==> src/pes_pkg.sv <==
// ----------------------------------------------------------------------------
// pes_pkg
// Shared types, constants and elaboration-time helpers for the pendulum core.
// ----------------------------------------------------------------------------
`default_nettype none

package pes_pkg;

  localparam int unsigned DEF_WORD_BITS       = 32;
  localparam int unsigned DEF_TRIG_ITERATIONS = 24;

  // pi in Q4.60 and the Q3.28 angle constants derived from it
  localparam logic [63:0] PI_Q60    = 64'h3243F6A8885A308D;
  localparam logic [63:0] PI28_W    = (PI_Q60 + (64'd1 << 31)) >> 32;
  localparam logic [63:0] HALF28_W  = (PI_Q60 + (64'd1 << 32)) >> 33;
  localparam logic [63:0] TWOPI28_W = (PI_Q60 + (64'd1 << 30)) >> 31;
  localparam logic signed [31:0] PI28     = PI28_W[31:0];
  localparam logic signed [31:0] HALF28   = HALF28_W[31:0];
  localparam logic signed [31:0] TWO_PI28 = TWOPI28_W[31:0];

  localparam logic [63:0] GAIN_NUM = 64'd607252935008881256;
  localparam logic [63:0] GAIN_DEN = 64'd1000000000000000000;

  localparam logic [31:0] GRAVITY_RESET = 32'd642908;
  localparam logic [31:0] LENGTH_RESET  = 32'd65536;

  localparam int unsigned CFG_INDEX_BITS = 8;
  localparam logic [CFG_INDEX_BITS-1:0] CFG_GRAVITY = 8'd0;
  localparam logic [CFG_INDEX_BITS-1:0] CFG_LENGTH  = 8'd1;

  localparam logic CMD_START = 1'b0;
  localparam logic CMD_STEP  = 1'b1;

  typedef struct packed {
    logic               command;
    logic signed [31:0] start_angle;
    logic [23:0]        time_step;
  } pes_in_t;

  typedef struct packed {
    logic signed [31:0] angle_out;
    logic signed [31:0] bob_x;
    logic signed [31:0] bob_y;
  } pes_out_t;

  typedef struct packed {
    logic               start;
    logic signed [31:0] angle;
  } pes_trig_req_t;

  typedef struct packed {
    logic               done;
    logic signed [31:0] sin;
    logic signed [31:0] cos;
  } pes_trig_rsp_t;

  // restoring division, elaboration use only
  function automatic logic [63:0] udiv64(input logic [63:0] n, input logic [63:0] d);
    logic [63:0] q;
    logic [64:0] r;
    q = '0;
    r = '0;
    for (int b = 63; b >= 0; b--) begin
      r = {r[63:0], n[b]};
      if (r >= {1'b0, d}) begin
        r = r - {1'b0, d};
        q[b] = 1'b1;
      end
    end
    return q;
  endfunction

  // atan(2^-i) in Q4.60 by its series
  function automatic logic [63:0] atan_q60(input int unsigned i);
    logic [63:0] sum;
    logic [63:0] term;
    logic        stop;
    int          e;
    sum  = '0;
    stop = 1'b0;
    if (i == 0) begin
      sum = PI_Q60 >> 2;
    end else begin
      for (int k = 0; k < 64; k++) begin
        e = 60 - int'(i) * (2 * k + 1);
        if (!stop) begin
          if (e < 0) begin
            stop = 1'b1;
          end else begin
            term = udiv64(64'd1 << e, 64'(2 * k + 1));
            sum  = (k % 2 == 1) ? sum - term : sum + term;
          end
        end
      end
    end
    return sum;
  endfunction

  // CORDIC gain prescale rounded to frac fraction bits
  function automatic logic [63:0] gain_q(input int unsigned frac);
    logic [63:0] r;
    logic [63:0] q;
    r = GAIN_NUM;
    q = '0;
    for (int k = 0; k <= int'(frac); k++) begin
      r = r << 1;
      q = q << 1;
      if (r >= GAIN_DEN) begin
        q[0] = 1'b1;
        r    = r - GAIN_DEN;
      end
    end
    return (q + 64'd1) >> 1;
  endfunction

endpackage

`default_nettype wire

==> src/pes_mul.sv <==
// ----------------------------------------------------------------------------
// pes_mul
// Shared signed 33x33 multiplier with a registered product.
// ----------------------------------------------------------------------------
`default_nettype none

module pes_mul import pes_pkg::*; (
  input  wire logic               clk_i,
  input  wire logic signed [32:0] a_i,
  input  wire logic signed [32:0] b_i,
  output logic signed [65:0]      p_o
);

  logic signed [65:0] p_q;

  always_ff @(posedge clk_i) begin
    p_q <= 66'(a_i) * 66'(b_i);
  end

  assign p_o = p_q;

endmodule

`default_nettype wire

==> config.mk <==
export PLATFORM = sky130hd
export DESIGN_NAME = pes_mul
export DESIGN_NICKNAME = d
export VERILOG_FILES = /design/src/pes_pkg.sv /design/src/pes_mul.sv
export SDC_FILE = /design/constraint.sdc
export NUM_CORES = 2
export LEC_CHECK = 0
export BUFFER_PORTS_ARGS = -buffer_cell sky130_fd_sc_hd__buf_2
export CAP_MARGIN = 20
export CORE_MARGIN = 8
export CORE_UTILIZATION = 60
export CTS_CLUSTER_SIZE = 12
export DETAILED_ROUTE_END_ITERATION = 12
export PLACE_DENSITY = 0.82
export SETUP_SLACK_MARGIN = 0.5
export SKIP_CTS_REPAIR_TIMING = 1
export SLEW_MARGIN = 20
export SYNTH_ARGS = -nofsm -noshare
export SYNTH_HDL_FRONTEND = slang
export SYNTH_SLANG_ARGS = --single-unit
==> constraint.sdc <==
create_clock -name clk_i -period 8.9 [get_ports clk_i]
set_input_delay 1.78 -clock clk_i [delete_from_list [all_inputs] [get_ports clk_i]]
set_output_delay 1.78 -clock clk_i [all_outputs]
set_load 0.02 [all_outputs]
-- Word level (Yosys, flattened, before mapping)
Index checks and enable logic that the tools add are counted.
- multiply operators: 1
- operators with widths (cell ; number):
    multiplier 33 x 33 -> 66 bit ; 1
- register bits: 66
- bits of input ports: 67
- output and inout bits: 66
- logic and storage cells: 2

-- Depth between registers and ports, before layout
- depth in word-level cells: 1
- depth in mapped cells: 27
- mapped depth without buffers: 26

-- Least setup slack after synthesis
Ideal clock, no wire load.
- path kind: in2reg
- start: in a_i[32]
- end: reg p_q[62] (netlist: p_o[62])
- setup time: 0.079 ns
- arrival: 8.937 ns
- required time: 8.821 ns
- setup slack: -0.116 ns
- cell stages on the path: 23
- buffers on the path: 2
- cells stage by stage: clkbuf_1 > nand2_1 > inv_1 > fa_1 > fa_1 > fa_1 > fa_1 > fa_1 > fa_1 > fa_1 > inv_1 > fa_1 > inv_1 > ha_1 > clkbuf_1 > and3_1 > nand3_1 > nand2b_1 > a2111oi_4 > a211oi_4 > a21o_2 > a21o_1 > a211oi_2
- cells in the longest elaborated chain, start to end: 1
- ends and longest elaborated chain (what ; RTL line ; RTL):
    from (decl) ; pes_mul.sv:9 ; input wire logic signed [32:0] a_i,
    multiplier 33 x 33 -> 66 bit ; pes_mul.sv:17 ; p_q <= 66'(a_i) * 66'(b_i);
    to (signal assigned) ; pes_mul.sv:17 ;
    to (decl) ; pes_mul.sv:14 ; logic signed [65:0] p_q;
No other way between the ends.

-- Worst setup path after layout
- start: in a_i[8]
- end: reg p_q[53] (netlist: p_o[53])
Same word-level chain as after synthesis.

==> impl_results.md <==
- Status: complete, no violations
- Clock Tree Buf Depth: 2
- Initial Util: 60.7%
- Clock transition at path regs: 0.06 ns
- TritonCTS clock tree: yes
- Syn nets: 5767
- Largest register FFs: 66
- Critical Path RT: 9.19 ns
- Crit path launch: a_i[8]
- Predominant post-synthesis flop cell: dfxtp_1
- # setup viols final: 0
- Synthesis-stage register bit count: 66
- Fmax: 0.118 GHz
- CP endpoint: p_o[53]$_DFF_P_
- Number of enable flip-flop cells after synthesis: 0
- CTS root buffer: clkbuf_16
- HP Class: in -> reg
- Netlist cell types: 80
- Vias in the first global route: 34.6k
- Row count: 95
- Most frequent cells in the layout: inv_1, fa_1, and2_1
- Actual slew at the worst max-slew pin: 0.686 ns
- Mean Syn Cell Area: 9.39 µm²
- DR pass1 iterations: 6
- I/O Pins: 133
- Synthesized area: 0.0407 mm²
- RSZ-0062 raised after global routing: true
- Commonest non-fill, non-tap cell in the layout: inv_1
- Post-Route WL: 114 mm
- Post-Synthesis Cells: 4338
- Fin crit share: 95.2%
- CTS Buf Count: 9
- Antenna violations before repair: 3
- CP max FO: 16
- Post-route antenna net violation count: 0
- Setup TNS: 0 ns
- Clk sink count: 66
- Syn-to-layout area delta: 15.5%
- Hpwl dp: 97.0 mm
- Worst setup SP type: input port
- Global-route wire length before repair: 180 mm
- Drt wl/cell: 20.5 µm
- Die H: 277 µm
- Pin count of the biggest net entering global routing: 27
- Setup CP Type: in -> reg
- Ys async rst share: 0%
- Slew HR: 54.2%
- Full die area: 0.0765 mm²
- Fin crit period: 8.48 ns
- Final Max Slew Viols: 0
- MaxCap Viol Count: 0
- Global route overflow: 0
- Final nets: 6127
- Cells after DPL: 5512
- H-tree depth: 3
- # port buffers: 132
- Via/cell ratio: 5.58
- Initial drt markers: 2325
- Data arrival time of the critical path: 8.77 ns
- Cell Count, Final, Fillers Out: 5578
- Total GRT Usage: 29.8%
- Fin. Hold Viols: 0
- Core Footprint: 0.0672 mm²
- Share of cells above drive strength 1: 16.8%
- Sequential fraction of the synthesis area: 3.24%
- Synth warn: 0
- Chip width: 277 µm
- Via count: 31.1k
- Post-Place Worst Slack: -0.255 ns
- GPL Wtd Cong: 0.939
- DRC errors left: 0
- PnR worst setup slack: 0.423 ns
- Critical Path Sink Type: register
-- cell families after synthesis --
kind of cell	synth area share, %
flip-flops	3.24
AO/OA/AOI/OAI	4.07
XOR/XNOR	1.46
buffers and inverters	12.5
adder cells (fa/ha/maj)	62.9
AND/OR/NAND/NOR	15.8
-- cell usage after synthesis (all sizes together) (5+ instances only) --
library cell  instances  area (µm²)
nand2b               12        75.1
a21o                 38         288
xor2                 25         219
a211oi               11         110
buf                  13        70.1
nor3                  7        35.0
nor2                 68         255
and3                  6        42.5
xnor2                43         377
and2                563        3520
ha                  217        2720
o31ai                 7         104
clkbuf              208         781
o21bai               11        82.6
nand2               551        2070
a21oi                61         328
o21a                  6        45.0
o211ai                5        51.3
a211o                 6        52.6
and4                  5        43.8
dfxtp                66        1320
fa                 1145       22900
nor2b                 5        31.3
a31oi                 9        62.6
nand3                26         135
nand4                12        81.3
o21ai                33         173
inv                1131        4250
-- area by class of cell --
| type | count | area (µm²) |
|---|---|---|
| antenna | 2 | 5.00 |
| clock buffer | 9 | 225 |
| clock inverter | 7 | 100 |
| fill | 4549 | 20100 |
| inverter | 1131 | 4250 |
| multi-input combinational | 2920 | 35100 |
| sequential | 66 | 1320 |
| tap | 873 | 1090 |
| timing repair buffer | 570 | 4910 |
-- metrics by stage --
stage / cell area (µm²) / hold slack (ns) / util (%)
after CTS: 45300 / 2.05 / 67.4
after global placement: 44900 / 2.20 / 66.9
final: 47000 / 1.93 / 70.0
after global routing: 47000 / 1.92 / 70.0
after floorplan: 40800 / 1.91 / -
after detailed placement: 44900 / 2.20 / 66.9
-- metal layers --
metal | GRT usage [%] | vias up | share of wire (%)
li1 | - | 13100 | -
met1 | 32.2 | 15900 | 32
met2 | 53.0 | 1569 | 53
met3 | 3.67 | 546 | 6.2
met4 | 23.2 | 0 | 9.4
met5 | 0 | - | 0
-- critical path, stage by stage --
cell       delay (ns)
buf_6            0.14
buf_12           0.16
and2_1           0.17
fa_1             0.51
inv_1            0.05
fa_1             0.47
inv_1            0.05
fa_1             0.48
fa_1             0.63
fa_2             0.48
fa_1             0.46
fa_1             0.52
inv_1            0.05
fa_1             0.56
inv_1            0.10
ha_4             0.23
a21oi_2          0.15
buf_4            0.15
a21o_1           0.12
nand2_2          0.08
a2111oi_4        0.38
a21oi_4          0.17
a2111o_1         0.49
a21oi_2          0.20
xnor2_2          0.14
-- how the worst min path moves through the flow --
stage	start	depth (start not counted)	slack [ns]	endpoint
6_report	b_i[0]	3	1.93	p_o[0]$_DFF_P_
3_3_place_gp	p_o[10]$_DFF_P_	1	2.20	p_o[10]
4_1_cts	b_i[0]	3	2.05	p_o[0]$_DFF_P_
5_1_grt	b_i[0]	3	1.92	p_o[0]$_DFF_P_
2_1_floorplan	a_i[0]	1	1.91	p_o[0]$_DFF_P_
3_5_place_dp	p_o[6]$_DFF_P_	1	2.20	p_o[6]
Power is left out: the tool's default activity adds up to more than one toggle a clock period on the data nets, which glitch-free logic cannot reach.
