[config.mk]
export PLATFORM = sky130hd
export DESIGN_NAME = pes_cordic
export DESIGN_NICKNAME = d
export VERILOG_FILES = /design/src/pes_pkg.sv /design/src/pes_cordic.sv
export SDC_FILE = /design/constraint.sdc
export NUM_CORES = 1
export LEC_CHECK = 0
export BUFFER_PORTS_ARGS = -buffer_cell sky130_fd_sc_hd__buf_2
export CAP_MARGIN = 10
export CORE_MARGIN = 10
export CORE_UTILIZATION = 25
export DETAILED_ROUTE_END_ITERATION = 8
export PLACE_DENSITY = 0.49
export SYNTH_ARGS = -nofsm -noshare
export SYNTH_HDL_FRONTEND = slang
export SYNTH_SLANG_ARGS = --single-unit
[constraint.sdc]
create_clock -name clk_i -period 7.7 [get_ports clk_i]
set_clock_uncertainty 0.15 [all_clocks]
set_input_delay 2.31 -clock clk_i [delete_from_list [all_inputs] [get_ports clk_i]]
set_output_delay 2.31 -clock clk_i [all_outputs]
set_load 0.02 [all_outputs]
[src/pes_pkg.sv]
// ----------------------------------------------------------------------------
// pes_pkg
// Shared types, constants and elaboration-time helpers for the pendulum core.
// ----------------------------------------------------------------------------
`default_nettype none

package pes_pkg;

  localparam int unsigned DEF_WORD_BITS       = 32;
  localparam int unsigned DEF_TRIG_ITERATIONS = 24;

  // pi in Q4.60 and the Q3.28 angle constants derived from it
  localparam logic [63:0] PI_Q60    = 64'h3243F6A8885A308D;
  localparam logic [63:0] PI28_W    = (PI_Q60 + (64'd1 << 31)) >> 32;
  localparam logic [63:0] HALF28_W  = (PI_Q60 + (64'd1 << 32)) >> 33;
  localparam logic [63:0] TWOPI28_W = (PI_Q60 + (64'd1 << 30)) >> 31;
  localparam logic signed [31:0] PI28     = PI28_W[31:0];
  localparam logic signed [31:0] HALF28   = HALF28_W[31:0];
  localparam logic signed [31:0] TWO_PI28 = TWOPI28_W[31:0];

  localparam logic [63:0] GAIN_NUM = 64'd607252935008881256;
  localparam logic [63:0] GAIN_DEN = 64'd1000000000000000000;

  localparam logic [31:0] GRAVITY_RESET = 32'd642908;
  localparam logic [31:0] LENGTH_RESET  = 32'd65536;

  localparam int unsigned CFG_INDEX_BITS = 8;
  localparam logic [CFG_INDEX_BITS-1:0] CFG_GRAVITY = 8'd0;
  localparam logic [CFG_INDEX_BITS-1:0] CFG_LENGTH  = 8'd1;

  localparam logic CMD_START = 1'b0;
  localparam logic CMD_STEP  = 1'b1;

  typedef struct packed {
    logic               command;
    logic signed [31:0] start_angle;
    logic [23:0]        time_step;
  } pes_in_t;

  typedef struct packed {
    logic signed [31:0] angle_out;
    logic signed [31:0] bob_x;
    logic signed [31:0] bob_y;
  } pes_out_t;

  typedef struct packed {
    logic               start;
    logic signed [31:0] angle;
  } pes_trig_req_t;

  typedef struct packed {
    logic               done;
    logic signed [31:0] sin;
    logic signed [31:0] cos;
  } pes_trig_rsp_t;

  // restoring division, elaboration use only
  function automatic logic [63:0] udiv64(input logic [63:0] n, input logic [63:0] d);
    logic [63:0] q;
    logic [64:0] r;
    q = '0;
    r = '0;
    for (int b = 63; b >= 0; b--) begin
      r = {r[63:0], n[b]};
      if (r >= {1'b0, d}) begin
        r = r - {1'b0, d};
        q[b] = 1'b1;
      end
    end
    return q;
  endfunction

  // atan(2^-i) in Q4.60 by its series
  function automatic logic [63:0] atan_q60(input int unsigned i);
    logic [63:0] sum;
    logic [63:0] term;
    logic        stop;
    int          e;
    sum  = '0;
    stop = 1'b0;
    if (i == 0) begin
      sum = PI_Q60 >> 2;
    end else begin
      for (int k = 0; k < 64; k++) begin
        e = 60 - int'(i) * (2 * k + 1);
        if (!stop) begin
          if (e < 0) begin
            stop = 1'b1;
          end else begin
            term = udiv64(64'd1 << e, 64'(2 * k + 1));
            sum  = (k % 2 == 1) ? sum - term : sum + term;
          end
        end
      end
    end
    return sum;
  endfunction

  // CORDIC gain prescale rounded to frac fraction bits
  function automatic logic [63:0] gain_q(input int unsigned frac);
    logic [63:0] r;
    logic [63:0] q;
    r = GAIN_NUM;
    q = '0;
    for (int k = 0; k <= int'(frac); k++) begin
      r = r << 1;
      q = q << 1;
      if (r >= GAIN_DEN) begin
        q[0] = 1'b1;
        r    = r - GAIN_DEN;
      end
    end
    return (q + 64'd1) >> 1;
  endfunction

endpackage

`default_nettype wire

[src/pes_cordic.sv]
// ----------------------------------------------------------------------------
// pes_cordic
// Iterative rotation-mode CORDIC, one micro-rotation per cycle.
// ----------------------------------------------------------------------------
`default_nettype none

module pes_cordic import pes_pkg::*; #(
  parameter int unsigned WORD_BITS       = DEF_WORD_BITS,
  parameter int unsigned TRIG_ITERATIONS = DEF_TRIG_ITERATIONS
) (
  input  wire logic          clk_i,
  input  wire logic          rst_ni,
  input  wire pes_trig_req_t req_i,
  output pes_trig_rsp_t      rsp_o
);

  localparam int unsigned FRAC   = WORD_BITS - 2;
  localparam int unsigned SHR    = 60 - FRAC;
  localparam int unsigned ITER_W = $clog2(TRIG_ITERATIONS);
  localparam int unsigned RW     = WORD_BITS + 8;
  localparam logic [ITER_W-1:0] LAST = ITER_W'(TRIG_ITERATIONS - 1);
  localparam logic [63:0] GAIN_W = gain_q(FRAC);

  typedef enum logic [1:0] {
    C_IDLE,
    C_RUN,
    C_FIN
  } cstate_e;

  cstate_e                     state_q, state_d;
  logic [ITER_W-1:0]           idx_q, idx_d;
  logic signed [WORD_BITS-1:0] x_q, x_d, y_q, y_d, z_q, z_d;
  logic                        flip_q, flip_d;
  logic                        done_q, done_d;
  logic signed [31:0]          sin_q, sin_d, cos_q, cos_d;

  logic signed [WORD_BITS-1:0] atan_rom [TRIG_ITERATIONS];

  for (genvar g = 0; g < TRIG_ITERATIONS; g++) begin : g_rom
    localparam logic [63:0] ROUNDED = (atan_q60(g) + (64'd1 << (SHR - 1))) >> SHR;
    assign atan_rom[g] = ROUNDED[WORD_BITS-1:0];
  end

  // fold into [-pi/2, pi/2]
  logic signed [32:0] a_ext, a_adj;
  logic               a_flip;
  always_comb begin
    a_ext  = 33'(req_i.angle);
    a_flip = 1'b0;
    a_adj  = a_ext;
    if (a_ext > 33'(HALF28)) begin
      a_adj  = a_ext - 33'(PI28);
      a_flip = 1'b1;
    end else if (a_ext < -33'(HALF28)) begin
      a_adj  = a_ext + 33'(PI28);
      a_flip = 1'b1;
    end
  end

  logic signed [WORD_BITS-1:0] z_init;
  if (FRAC >= 28) begin : g_z_up
    assign z_init = WORD_BITS'(a_adj) <<< (FRAC - 28);
  end else begin : g_z_dn
    logic [32:0] zm;
    logic [32:0] zr;
    assign zm     = a_adj[32] ? -a_adj : a_adj;
    assign zr     = (zm + (33'd1 << (27 - FRAC))) >> (28 - FRAC);
    assign z_init = a_adj[32] ? -WORD_BITS'(zr) : WORD_BITS'(zr);
  end

  // rescale to Q2.30 and clamp to the unit range
  logic signed [RW-1:0] xr, yr;
  if (FRAC > 30) begin : g_o_dn
    logic [RW-1:0] xm, ym, xrm, yrm;
    assign xm  = x_q[WORD_BITS-1] ? -RW'(x_q) : RW'(x_q);
    assign ym  = y_q[WORD_BITS-1] ? -RW'(y_q) : RW'(y_q);
    assign xrm = (xm + (RW'(1) << (FRAC - 31))) >> (FRAC - 30);
    assign yrm = (ym + (RW'(1) << (FRAC - 31))) >> (FRAC - 30);
    assign xr  = x_q[WORD_BITS-1] ? -xrm : xrm;
    assign yr  = y_q[WORD_BITS-1] ? -yrm : yrm;
  end else begin : g_o_up
    assign xr = RW'(x_q) <<< (30 - FRAC);
    assign yr = RW'(y_q) <<< (30 - FRAC);
  end

  function automatic logic signed [31:0] clamp_unit(input logic signed [RW-1:0] v);
    if (v > (RW'(1) <<< 30)) return 32'sd1073741824;
    if (v < -(RW'(1) <<< 30)) return -32'sd1073741824;
    return v[31:0];
  endfunction

  logic signed [31:0] xc, yc;
  logic signed [WORD_BITS-1:0] xs, ys;
  assign xc = clamp_unit(xr);
  assign yc = clamp_unit(yr);
  assign xs = x_q >>> idx_q;
  assign ys = y_q >>> idx_q;

  always_comb begin
    state_d = state_q;
    idx_d   = idx_q;
    x_d     = x_q;
    y_d     = y_q;
    z_d     = z_q;
    flip_d  = flip_q;
    done_d  = 1'b0;
    sin_d   = sin_q;
    cos_d   = cos_q;
    case (state_q)
      C_IDLE: begin
        if (req_i.start) begin
          x_d     = GAIN_W[WORD_BITS-1:0];
          y_d     = '0;
          z_d     = z_init;
          flip_d  = a_flip;
          idx_d   = '0;
          state_d = C_RUN;
        end
      end
      C_RUN: begin
        if (!z_q[WORD_BITS-1]) begin
          x_d = x_q - ys;
          y_d = y_q + xs;
          z_d = z_q - atan_rom[idx_q];
        end else begin
          x_d = x_q + ys;
          y_d = y_q - xs;
          z_d = z_q + atan_rom[idx_q];
        end
        idx_d = idx_q + 1'b1;
        if (idx_q == LAST) begin
          state_d = C_FIN;
        end
      end
      C_FIN: begin
        sin_d   = flip_q ? -yc : yc;
        cos_d   = flip_q ? -xc : xc;
        done_d  = 1'b1;
        state_d = C_IDLE;
      end
      default: state_d = C_IDLE;
    endcase
  end

  always_ff @(posedge clk_i or negedge rst_ni) begin
    if (!rst_ni) begin
      state_q <= C_IDLE;
      done_q  <= 1'b0;
    end else begin
      state_q <= state_d;
      done_q  <= done_d;
    end
  end

  always_ff @(posedge clk_i) begin
    idx_q  <= idx_d;
    x_q    <= x_d;
    y_q    <= y_d;
    z_q    <= z_d;
    flip_q <= flip_d;
    sin_q  <= sin_d;
    cos_q  <= cos_d;
  end

  assign rsp_o.done = done_q;
  assign rsp_o.sin  = sin_q;
  assign rsp_o.cos  = cos_q;

endmodule

`default_nettype wire

======== Word-level counts from Yosys, hierarchy flattened ========
Memory sizes are Yosys's and may differ from the RTL's.
Cells that the tools add are included.
word-level totals
  output and inout bits ................... 65
  bits of input ports ..................... 35
  memories kept ........................... 1
  ROM bits ................................ 1,024
  bits in registers ....................... 169
memory list
  memory           words  width  read ports  clocked after memory_dff  write ports  line               text
  (no name shown)  32     32     1           0                         0            pes_cordic.sv:128  z_d = z_q + atan_rom[idx_q];
cells by class
  equal/unequal tests ..................... 5
  reduce and logical (&&, ||, !) cells .... 5
  $add $sub $neg .......................... 11
  multiplexer cells ....................... 36
  shift operators ......................... 2
  magnitude comparators ................... 7
  bitwise operators ....................... 1
operator list
  operator                  number
  $mux W32                  18
  $pmux W32 S2              3
  $add A32 B32 Y32          3
  $sub A32 B32 Y32          3
  $gt A32 B32 Y1 const B    2
  $lt A32 B31 Y1 const B    2
  $neg A32 Y32              2
  $sshr A32 B5 Y32          2
  $mux W30                  2
  $gt A32 B30 Y1 const B    1
  $lt A32 B30 Y1 const B    1
  $add A30 B29 Y30 const B  1
  $sub A30 B29 Y30 const B  1
  $pmux W5 S2               1
  $mux W1                   8
  $ge A6 B6 Y1 const B      1
  $not A5 Y6                1
  $reduce_and A2 Y1         3
  $add A5 B1 Y5 const B     1
  $eq A5 B5 Y1 const B      1
  $mux W5                   1
  $mux W2                   2
  $ne A2 B2 Y1 const B      2
  $pmux W2 S2               1
  4 further kinds           4

======== Longest topological paths before layout ========
Gate-level depths: netlist of the first run.
  depth after elaboration ................. 7
  depth in mapped cells ................... 30
  gate-level depth less buffers ........... 23

======== Worst setup path after synthesis of the first run ========
Ideal clock, no wire load.
  path kind ............................... register to register
  start ................................... register idx_q[0]
  end ..................................... register x_q[31] (data pin)
  data arrival time ....................... 5.740 ns
  setup slack ............................. 1.544 ns
  stages on the path, launching flop included .. 29
  required time ........................... 7.284 ns
  period minus slack after synthesis ...... 6.156 ns
  cells stage by stage .................... edfxtp_1 -> buf_6 -> buf_12 -> buf_12 -> buf_4 -> buf_2 -> buf_2 -> mux4_2 -> a222oi_1 -> a21bo_2 -> inv_1 -> ha_1 -> inv_1 -> nor2_1 -> nand3_1 -> nor2_1 -> nor2_1 -> xnor2_1 -> ha_1 -> and3_1 -> nand3_1 -> or4_1 -> o211ai_1 -> a41oi_1 -> o31ai_1 -> a31o_2 -> a41o_1 -> xnor2_1 -> nor2_1
between the ends
  cells in the longest elaborated chain, start to end .. 4
ends and longest elaborated chain
  element                                                      line                                  text
  from (decl)                                                  pes_cordic.sv:31                      logic [ITER_W-1:0] idx_q, idx_d;
  from (signal assigned)                                       pes_cordic.sv:156                     idx_q <= idx_d;
  $sshr A32 B5 Y32 *                                           pes_cordic.sv:97                      assign ys = y_q >>> idx_q;
  $sub A32 B32 Y32 / $add A32 B32 Y32 (equally long branches)  pes_cordic.sv:122, pes_cordic.sv:126
  $mux W32 *                                                   pes_cordic.sv:121                     if (!z_q[WORD_BITS-1]) begin
  $pmux W32 S2 *                                               pes_cordic.sv:109                     case (state_q)
  to (signal assigned)                                         pes_cordic.sv:157                     x_q <= x_d;
  to (decl)                                                    pes_cordic.sv:32                      logic signed [WORD_BITS-1:0] x_q, x_d, y_q, y_d, z_q, z_d;
Mark *: on every way between the ends. The rest lies on a longest branch, timed or not.
A chain may end at the register's enable or synchronous reset.

======== Final worst setup path of the first run ========
  start ................................... register idx_q[0]
  end ..................................... register y_q[31] (data pin)
between the ends
  cells in the longest elaborated chain, start to end .. 4
ends and longest elaborated chain
  element                                                      line                                  text
  $sshr A32 B5 Y32 *                                           pes_cordic.sv:96                      assign xs = x_q >>> idx_q;
  $add A32 B32 Y32 / $sub A32 B32 Y32 (equally long branches)  pes_cordic.sv:123, pes_cordic.sv:127
  $mux W32 *                                                   pes_cordic.sv:121
  $pmux W32 S2 *                                               pes_cordic.sv:109
  to (signal assigned)                                         pes_cordic.sv:158                     y_q <= y_d;
  to (decl)                                                    pes_cordic.sv:32
Marks and branches as above.

==> metrics.md, run 1 <==
| Metric | Value |
|---|---|
| Status | `finished clean` |
| Nets | `between 2000 and 3000` |
| DIE HEIGHT | `304.3 um` |
| CTS Hold Bufs | `0` |
| Worst slew pin tran | `1157 ps` |
| CP most frequent cell | `nor2_1` |
| CP arrival | `approximately 7300 ps` |
| FF+latch count, synth | `169` |
| Type of origin of the critical path | `register` |
| Global Route Usage Sum | `14.50%` |
| Cells along the critical path | `buf_4 -> mux2_2 -> mux4_2 -> a221oi_2 -> nand2_1 -> nor4b_1 -> nand2_1 -> nor2_1 -> nor2_1 -> xor2_1 -> ha_1 -> a211oi_1 -> o21ai_0 -> nor2_1 -> nand4_1 -> a31oi_1 -> o21ai_0 -> a22o_1 -> o41ai_1 -> xnor3_1 -> nor2_1` |
| Core ar. | `80290 um2` |
| Cell family with most CP delay | `compound AO/OA/AOI/OAI gates` |
| CTS tree | `built` |
| Unrepaired setup endpoints after global routing | `no` |
| Final wirelength | `approximately 70 mm` |
| Slew Limit Headroom | `a little under a quarter` |
| H-Tree Depth | `4` |
| Die W | `304.3 um` |
| Hold Violations, Final | `0` |
| Worst skew pair latency | `510 ps` |
| # rows | `about 100` |
| Number of synthesized flops with an enable pin | `166` |
| Vias per cell | `5.397` |
| Yosys cell types | `97` |
| Hold Crit Class | `reg -> reg` |
| Setup Total Neg Slack | `0 ps` |
| Root Buffer | `clkbuf_16` |
| Pins Over Slew Limit | `0` |
| Max_cap viols | `0` |
| Layout Area Growth over Synthesis | `10.68%` |
| DRC viols | `0` |
| Die area | `92580 um2` |
| Synth Cell Area | `20200 um2` |
| Vias in the first global route | `17553` |
| Buf+Inv Stages, Crit Path | `1` |
| Crit-path slowest cell | `edfxtp_1` |
| CTS sink count | `169` |
| # resized after CTS | `0` |
| Placed wire-length estimate | `52.72 mm` |
| Mapped Cells | `2369` |
| FFs w/ async S/R, synth | `1.775%` |
| Clock buffer depth | `2` |
| First-pass iteration count of the detailed router | `8` |
| Clock transition at path regs | `90 ps` |
| Worst setup EP type | `register` |
| Synth top area share | `approximately 25%` |
| Iteration-0 DRC Markers | `roughly 1300` |
| Top FF cell, synth | `edfxtp_1` |
| Post-CTS Setup Inserts | `0` |
| Grt ovf | `0` |
| Register area share after synthesis | `25.05%` |
| Total CTS buffers | `17` |
| Initial antenna violation count | `1` |
| Area leader, netlist | `edfxtp_1` |
| Yosys warnings | `0` |
| Final Cycle Share | `about nine tenths` |
| Post-layout min period | `7052 ps` |
| Io pins | `100` |
| DR WL/cell | `20.24 um` |
| Global-route wire length before repair | `107.1 mm` |
| Antenna Nets Post-Route | `0` |
| Number of diodes | `0` |
| Worst-path fanout max | `20` |
| Vias | `18609` |
| CP Data Required Time | `7900 ps` |
| Max stage delay on crit path | `770 ps` |
| Syn nets | `2528` |
| Share of cells above drive strength 1 | `13.07%` |
| Worst setup path class | `reg -> reg` |
| Final setup violation count | `0` |
| Largest net degree at the start of global routing | `just over 70` |
| Starting Density | `25.16%` |
| Fmax | `0.1418 GHz` |
| I/O Buffers | `approximately 100` |
| GPL Wtd Cong | `0.9669` |
| Mean post-synth cell area | `8.528 um2` |
| Top cells by area in the synthesized netlist | `edfxtp_1 (25%), ha_1 (7.5%), mux4_2 (5.5%)` |
[tightest hold or removal path, stage by stage (launching register included)]
cell and delay [ps]:
edfxtp_1 330, ha_1 120, and2_1 110
[layout by cell type, fill, tap and decap left out, types with 40 or more instances in the layout]
master,synthesis,routed
a21o_1,40,40
nand2_1,192,191
mux4_2,49,49
nor3_1,64,63
mux2i_1,53,53
o21ai_0,137,136
a211oi_1,46,46
ha_1,121,121
buf_4,2,53
xor2_1,112,112
inv_1,51,51
buf_2,21,99
edfxtp_1,166,166
nor2_1,260,260
a21oi_1,189,189
xnor2_1,111,111
a31oi_1,42,42
[cell type report]
cell class | count | area [um2]
clock buffer | 17 | 425.4
clock inverter | 15 | 207.7
fill | 8616 | 57930
inverter | 53 | 198.9
multi-input combinational | 1980 | 14210
sequential | 169 | 5060
tap | 1060 | 1326
timing repair buffer | 154 | 933.4
[logic make-up (layout without fill, tap and decap cells)]
| kind of cell | count (synthesis) | in the layout | share of synthesized area [%] |
|---|---|---|---|
| xor+xnor | 224 | 224 | 9.779 |
| flops | 169 | 169 | 25.05 |
| buf+inv | 220 | 239 | 4.794 |
| simple gates | 776 | 776 | 18.47 |
| mux | 141 | 141 | 10.80 |
| compound gates | 715 | 715 | 23.32 |
| fa+ha+maj | 124 | 124 | 7.791 |
[cells in the mapped netlist (all sizes together), types with 32 or more instances]
cell,instances
a21o,40
nor2,261
mux2,32
a211oi,47
xnor2,111
mux2i,53
nor3,65
a21oi,189
nand2b,33
edfxtp,166
ha,121
o21ai,140
nand2,193
nand3,35
a31oi,42
inv,51
xor2,112
mux4,56
buf,52
clkbuf,115
[path summary, 6_finish.rpt]
kind / start / endpoint / slack [ps] / depth (start not counted)
min in group asynchronous: rst_ni / done_q / 1450 / 1
max in group asynchronous: rst_ni / state_q[1] / 5830 / 1
worst min-delay path: z_q[0] / z_q[0] / 510 / 2
worst max register to register: idx_q[0] / y_q[31] / 650 / 21
worst min register to register: z_q[0] / z_q[0] / 510 / 2
worst max-delay path: idx_q[0] / y_q[31] / 650 / 21
[sequential cells by signal, summed over array words and instances, names as in the netlist]
register / count
sin_q: 32
flip_q: 1
y_q: 32
state_q: 2
done_q: 1
z_q: 32
x_q: 32
cos_q: 32
idx_q: 5
[through the flow]
step / cells / util [%] / worst slack (ps) / area [um2] / hold WS, ps
after global routing: 3448 / 27.85 / 131.5 / 22360 / 519.1
after global placement: 3416 / 27.06 / 825.5 / 21730 / 493.2
after detailed placement: 3416 / 27.06 / 729.3 / 21730 / 489.3
final: 3448 / 27.85 / 648.3 / 22360 / 512.0
after CTS: 3448 / 27.85 / 700.4 / 22360 / 514.7
after floorplan: 2369 / - / 1544 / 20200 / 438.1
[per-layer routing]
metal / wire [um] / global-route usage [%]
met1: 31880 / 19.61
met2: 30630 / 22.28
met3: 4867 / 2.990
met4: 2385 / 5.725
met5: 13 / 0
Power of run 1 is left out: the tool's default activity adds up to more than one toggle a clock period on the data nets, which glitch-free logic cannot reach.
==> run 2: changes to the inputs <==
Settings changed: ABC_AREA set to 1.
==> run 2 against run 1 <==
Synthesized area up 9.8%. Final area up 8.2%. Global-route usage up 1.2 points. Fmax up 23%. Flip-flop and latch count unchanged. Die area up 9.1%. Register-to-register slack better by 1300 ps. Via count up 27%. Synthesized cell count up 53%. Critical path depth up 9. Critical path type unchanged.
==> metrics.md, run 2 <==
| Metric | Value |
|---|---|
| Hold_sp | `state_q[0]` |
| Grt ovf | `0 (unchanged)` |
| Worst skew pair latency | `490 ps (-20 ps)` |
| Layout Area Growth over Synthesis | `9.096%` |
| Top FF cell, synth | `edfxtp_1` |
| Final Cycle Share | `74.27% (-17 points)` |
| PnR worst setup slack | `1981 ps (+1333 ps)` |
| Unrepaired setup endpoints after global routing | `no` |
| Vias | `23558 (+27%)` |
| Final wirelength | `81.92 mm (+17%)` |
| # resized after CTS | `0 (unchanged)` |
| Initial antenna violation count | `1 (unchanged)` |
| CP Data Required Time | `7750 ps (-150 ps)` |
| Core ar. | `88240 um2 (+9.9%)` |
| FFs w/ async S/R, synth | `1.775% (unchanged)` |
| Synth Cell Area | `22180 um2 (+9.8%)` |
| CTS sink count | `169 (unchanged)` |
| Number of synthesized flops with an enable pin | `166 (unchanged)` |
| Slew Limit Headroom | `28.80% (+6.1 points)` |
| DIE HEIGHT | `317.8 um (+4.5%)` |
| Mean post-synth cell area | `6.112 um2 (-28%)` |
| Register area share after synthesis | `22.82% (-2.2 points)` |
| CP most frequent cell | `nand2_1` |
| Commonest non-fill, non-tap cell in the layout | `nand2_1` |
| Worst-path fanout max | `59 (+200%)` |
| Crit-path slowest cell | `a21boi_0` |
| FF+latch count, synth | `169 (unchanged)` |
| Largest net degree at the start of global routing | `74 (+4.2%)` |
| Worst setup EP type | `register` |
| Hold path cells | `1 (-1)` |
| CTS tree | `built` |
| Vias in the first global route | `22292 (+27%)` |
| Share of cells above drive strength 1 | `6.021% (-7.0 points)` |
| Hold Crit Class | `reg -> reg` |
| R2r endpoint | `x_q[26]` |
| Hold Crit Endpoint | `done_q` |
| Number of diodes | `0 (unchanged)` |
| Fmax | `0.1749 GHz (+23%)` |
| Mapped Cells | `3628 (+53%)` |
| Starting Density | `25.13% (-0.031 points)` |
| Nets | `3783 (+49%)` |
| Vias per cell | `4.906 (-9.1%)` |
| Pre-CTS WS | `2011 ps (+1282 ps)` |
| Clock buffer depth | `2 (unchanged)` |
| Met1 GRT Util | `20.96% (+1.4 points)` |
| Global Route Usage Sum | `15.67% (+1.2 points)` |
| Root Buffer | `clkbuf_16` |
| Area leader, netlist | `edfxtp_1` |
| H-Tree Depth | `4 (unchanged)` |
| Most frequent cells in the layout | `nand2_1 (1156), nand3_1 (448), inv_1 (341)` |
| Max stage delay on crit path | `530 ps (-240 ps)` |
| Io pins | `100 (unchanged)` |
| GR Layer Usage met3 | `2.110% (-0.88 points)` |
| I/O Buffers | `99 (unchanged)` |
| Final setup violation count | `0 (unchanged)` |
| Syn nets | `3787 (+50%)` |
| Worst slew pin tran | `1064 ps (-92.53 ps)` |
| DR WL/cell | `17.06 um (-16%)` |
| Iteration-0 DRC Markers | `1909 (+42%)` |
| FF-to-FF setup slack | `1980 ps (+1330 ps)` |
| FF-to-FF path depth | `30 (+43%)` |
| Placed wire-length estimate | `62.64 mm (+19%)` |
| Clock transition at path regs | `80 ps (about the same)` |
| Global-route wire length before repair | `127.6 mm (+19%)` |
| Worst setup path class | `reg -> reg` |
| GPL Wtd Cong | `0.8919 (-7.8%)` |
| Reg-to-reg startpoint | `idx_q[1]` |
| Top cells by area in the synthesized netlist | `edfxtp_1 (22%), nand2_1 (20%), nand3_1 (10%)` |
| Die area | `101000 um2 (+9.1%)` |
| CP arrival | `5770 ps (-1480 ps)` |
| Type of origin of the critical path | `register` |
| Pins Over Slew Limit | `0 (unchanged)` |
| Yosys warnings | `0 (unchanged)` |
| Post-CTS Setup Inserts | `0 (unchanged)` |
| Post-layout min period | `5719 ps (-1333 ps)` |
| Yosys cell types | `53 (-45%)` |
| Total CTS buffers | `17 (unchanged)` |
| DRC viols | `0 (unchanged)` |
| Antenna Nets Post-Route | `0 (unchanged)` |
| Post-synth top cells | `nand2_1 (1157), nand3_1 (448), inv_1 (343)` |
| Status | `finished clean` |
| Die W | `317.8 um (+4.5%)` |
| FILL cells | `10005 (+16%)` |
| # rows | `109 (+4.8%)` |
| Hold Violations, Final | `0 (unchanged)` |
| First-pass iteration count of the detailed router | `5 (-3)` |
| Synth top area share | `22.48% (-2.2 points)` |
| Max_cap viols | `0 (unchanged)` |
| Most frequent cell after synthesis | `nand2_1` |
| Setup Total Neg Slack | `0 ps (unchanged)` |
| Gr busiest metal | `met2` |
| Grt met2 use | `25.84% (+3.6 points)` |
| CTS Hold Bufs | `0 (unchanged)` |
-- run 2: how the worst max path moves through the flow --
| stage | slack, ps | startpoint | cells past startpoint | to |
|---|---|---|---|---|
| floorplan | 2310 | req_i[32] | 4 | idx_q[0] |
| global placement | 1970 | req_i[18] | 14 | z_q[21] |
| detailed placement | 2010 | idx_q[2] | 20 | z_q[30] |
| CTS | 1990 | idx_q[2] | 20 | z_q[30] |
| global route | 1410 | idx_q[1] | 30 | x_q[26] |
| finish | 1980 | idx_q[1] | 30 | x_q[26] |
-- run 2: cell type report --
class / instances / area [um2] / share of cell area, %
multi-input combinational: 2959 / 15080 / 62.35
clock buffer: 18 / 429.2 / 1.774
sequential: 169 / 5060 / 20.92
timing repair buffer: 123 / 675.6 / 2.793
clock inverter: 14 / 151.4 / 0.6258
tap: 1165 / 1458 / 6.025
inverter: 354 / 1334 / 5.513
-- run 2: routing by layer --
metal / part of all wire, % / vias up
met1: 47 / 10730
li1: - / 12072
met2: 46 / 659
met3: 4.8 / 95
met5: 0.016 / -
met4: 2.2 / 2
-- run 2: cells by family (layout without fill, tap and decap cells) --
kind of cell	count (synthesis)	count (layout)	share of synthesized area (%)
buffers and inverters	500	509	9.355
and+or+nand+nor	2107	2107	39.93
DFF	169	169	22.82
adders and majority gates	124	124	7.098
xor gates and xnor gates	164	164	6.647
AOI/OAI and AO/OA	564	564	14.16
-- run 2: metrics by stage --
| step | utilization, % | hold WS, ps | area, um2 | instances |
|---|---|---|---|---|
| after global placement | 26.76 | 338.9 | 23610 | 4770 |
| after CTS | 27.42 | 358.2 | 24190 | 4802 |
| after global routing | 27.42 | 368.8 | 24190 | 4802 |
| final | 27.42 | 349.7 | 24190 | 4802 |
| after detailed placement | 26.76 | 354.3 | 23610 | 4770 |
| after floorplan | - | 393.5 | 22180 | 3628 |
-- run 2: critical path, delay by kind of cell (launching register included) --
family          cells  cell delay [ps]
simple gates       15             1540
flops               1              430
buf+inv             6              880
compound gates      7             1670
fa+ha+maj           2              760
Power of run 2 is left out for the same reason.
==> run 3: changes to the inputs <==
Settings changed: PLACE_DENSITY 0.49 to 0.51.
Clock period 7.7 ns to 4.7 ns, I/O delays scaled along.
==> run 3 against run 2 <==
Clock-buffer cell count unchanged. Critical path depth is 4 lower. Core utilization rose by 4.2 points.
==> metrics.md, run 3 (same netlist as run 2, synthesis figures left out) <==
| Metric | Value |
|---|---|
| Antenna Nets Post-Route | `0 (unchanged)` |
| Vias per cell | `4.877 (-0.58%)` |
| Post-layout min period | `4642 ps (-1077 ps)` |
| Worst setup path class | `reg -> reg` |
| Hold Crit Class | `reg -> reg` |
| DR WL/cell | `16.72 um (-2.0%)` |
| Nets | `4109 (+8.6%)` |
| Root Buffer | `clkbuf_16` |
| Die area | `101000 um2 (unchanged)` |
| CP Data Required Time | `4780 ps (-2970 ps)` |
| GPL Wtd Cong | `0.9277 (+4.0%)` |
| I/O Buffers | `99 (unchanged)` |
| H-Tree Depth | `4 (unchanged)` |
| CTS Hold Bufs | `0 (unchanged)` |
| CTS tree | `built` |
| Core ar. | `88240 um2 (unchanged)` |
| Clock buffer depth | `2 (unchanged)` |
| First-pass iteration count of the detailed router | `6 (+1)` |
| Number of diodes | `0 (unchanged)` |
| Hold Violations, Final | `0 (unchanged)` |
| Final Cycle Share | `98.76% (+24 points)` |
| FILL cells | `9786 (-2.2%)` |
| Max_cap viols | `0 (unchanged)` |
| Multi-input gate area | `16050 um2 (+6.4%)` |
| Crit path launch | `idx_q[0]` |
| Most frequent cells in the layout | `nand2_1 (1132), nand3_1 (429), inv_1 (331)` |
| Final core occ | `31.57% (+4.2 points)` |
| Unrepaired setup endpoints after global routing | `yes` |
| Final wirelength | `85.76 mm (+4.7%)` |
| Final setup violation count | `0 (unchanged)` |
| Worst skew pair latency | `510 ps (+20 ps)` |
| Finished Cell Area | `27860 um2 (+15%)` |
| Register area | `5060 um2 (unchanged)` |
| Die W | `317.8 um (unchanged)` |
| Worst-path fanout max | `32 (-46%)` |
| Total CTS buffers | `17 (unchanged)` |
| FF-to-FF path depth | `26 (-13%)` |
| Starting Density | `25.13% (unchanged)` |
| Pins Over Slew Limit | `0 (unchanged)` |
| Worst setup EP type | `register` |
| Commonest non-fill, non-tap cell in the layout | `nand2_1` |
| CP arrival | `4720 ps (-1050 ps)` |
| Global Route Usage Sum | `16.09% (+0.42 points)` |
| R2r endpoint | `x_q[26]` |
| Vias | `25011 (+6.2%)` |
| DIE HEIGHT | `317.8 um (unchanged)` |
| Vias in the first global route | `23482 (+5.3%)` |
| Global-route wire length before repair | `131.7 mm (+3.2%)` |
| # rows | `109 (unchanged)` |
| Critical Path End | `x_q[26]` |
| FF-to-FF setup slack | `60 ps (-1920 ps)` |
| Placed wire-length estimate | `67.64 mm (+8.0%)` |
| Layout Area Growth over Synthesis | `25.62%` |
| Reg-to-reg startpoint | `idx_q[0]` |
| Largest net degree at the start of global routing | `65 (-12%)` |
| Iteration-0 DRC Markers | `1991 (+4.3%)` |
| Inst Count DP | `5065 (+6.2%)` |
| Count of non-filler cells in the finished layout | `5128 (+6.8%)` |
| Share of cells above drive strength 1 | `18.45% (+12 points)` |
| Area after DPL | `25980 um2 (+10%)` |
| Status | `finished clean` |
| Type of origin of the critical path | `register` |
| DRC viols | `0 (unchanged)` |
| Fmax | `0.2154 GHz (+23%)` |
| Worst slew pin tran | `909.2 ps (-154.8 ps)` |
| Initial antenna violation count | `1 (unchanged)` |
| Clock transition at path regs | `80 ps (about the same)` |
| CTS sink count | `169 (unchanged)` |
| Io pins | `100 (unchanged)` |
| Grt ovf | `0 (unchanged)` |
| Slew Limit Headroom | `39.39% (+11 points)` |
-- run 3: changes by cell type in the layout (fill, tap and decap cells not counted), sizes merged --
cell / previous run / this run
clkinv: 9 / 4
buf: 123 / 446
clkbuf: 18 / 21
inv: 358 / 360
clkinvlp: 1 / 3
bufinv: 0 / 1
-- run 3: metal layers --
metal / up-vias / track usage [%] / wire length, um
met1: 11443 / 21.82 / 40220
met5: - / 0 / 18
li1: 12726 / - / -
met4: 2 / 5.219 / 2471
met2: 713 / 25.94 / 38740
met3: 127 / 2.230 / 4301
-- run 3: worst max-delay path, stage by stage, from the launching register on --
cell	delay (ps)
edfxtp_1	510
buf_6	190
clkbuf_16	200
nand2_1	80
nand3_1	110
nand3_1	160
nand3_1	140
nand3_1	130
nand2_1	140
nor2_2	160
nand2_1	100
nor2_4	160
nor2_1	80
nor2_1	130
xor2_1	190
inv_1	90
ha_1	330
nand2_1	140
o21a_1	200
a21boi_1	140
buf_4	170
o21ai_2	150
nand2_1	120
o21ai_2	160
nand2_1	90
nand3_1	70
nand3_1	70
-- run 3: area by class of cell --
cell class                 count  area share, %
multi-input combinational   2959          57.62
clock inverter                14         0.5390
clock buffer                  18          1.541
timing repair buffer         449          12.11
tap                         1165          5.233
inverter                     354          4.797
sequential                   169          18.16
-- run 3: metrics by stage --
stage | setup slack, ps | hold slack (ps) | setup TNS (ps)
after global placement | -72.24 | 338.8 | -147.7
final | 58.30 | 348.9 | 0
after global routing | -198.8 | 386.8 | -2465
after floorplan | 209.8 | 393.5 | 0
after detailed placement | -84.87 | 341.0 | -258.0
after CTS | 10.46 | 352.7 | 0
-- run 3: repair_timing --
action                                  CTS  global route
buffers inserted                          1            27
endpoints found under the hold margin     0             0
endpoints found under the setup margin    7            56
pin swaps                                 0            74
gates cloned                              0             3
resized for setup                         4           266
-- run 3: how the worst min path moves through the flow --
| stage | endpoint | cells after the start | start |
|---|---|---|---|
| after floorplan | state_q[0] | 3 | state_q[0] |
| after global routing | done_q | 1 | state_q[0] |
| final | done_q | 1 | state_q[0] |
| after detailed placement | done_q | 1 | state_q[0] |
| after CTS | done_q | 1 | state_q[0] |
| after global placement | done_q | 1 | state_q[0] |
Power of run 3 is left out for the same reason.
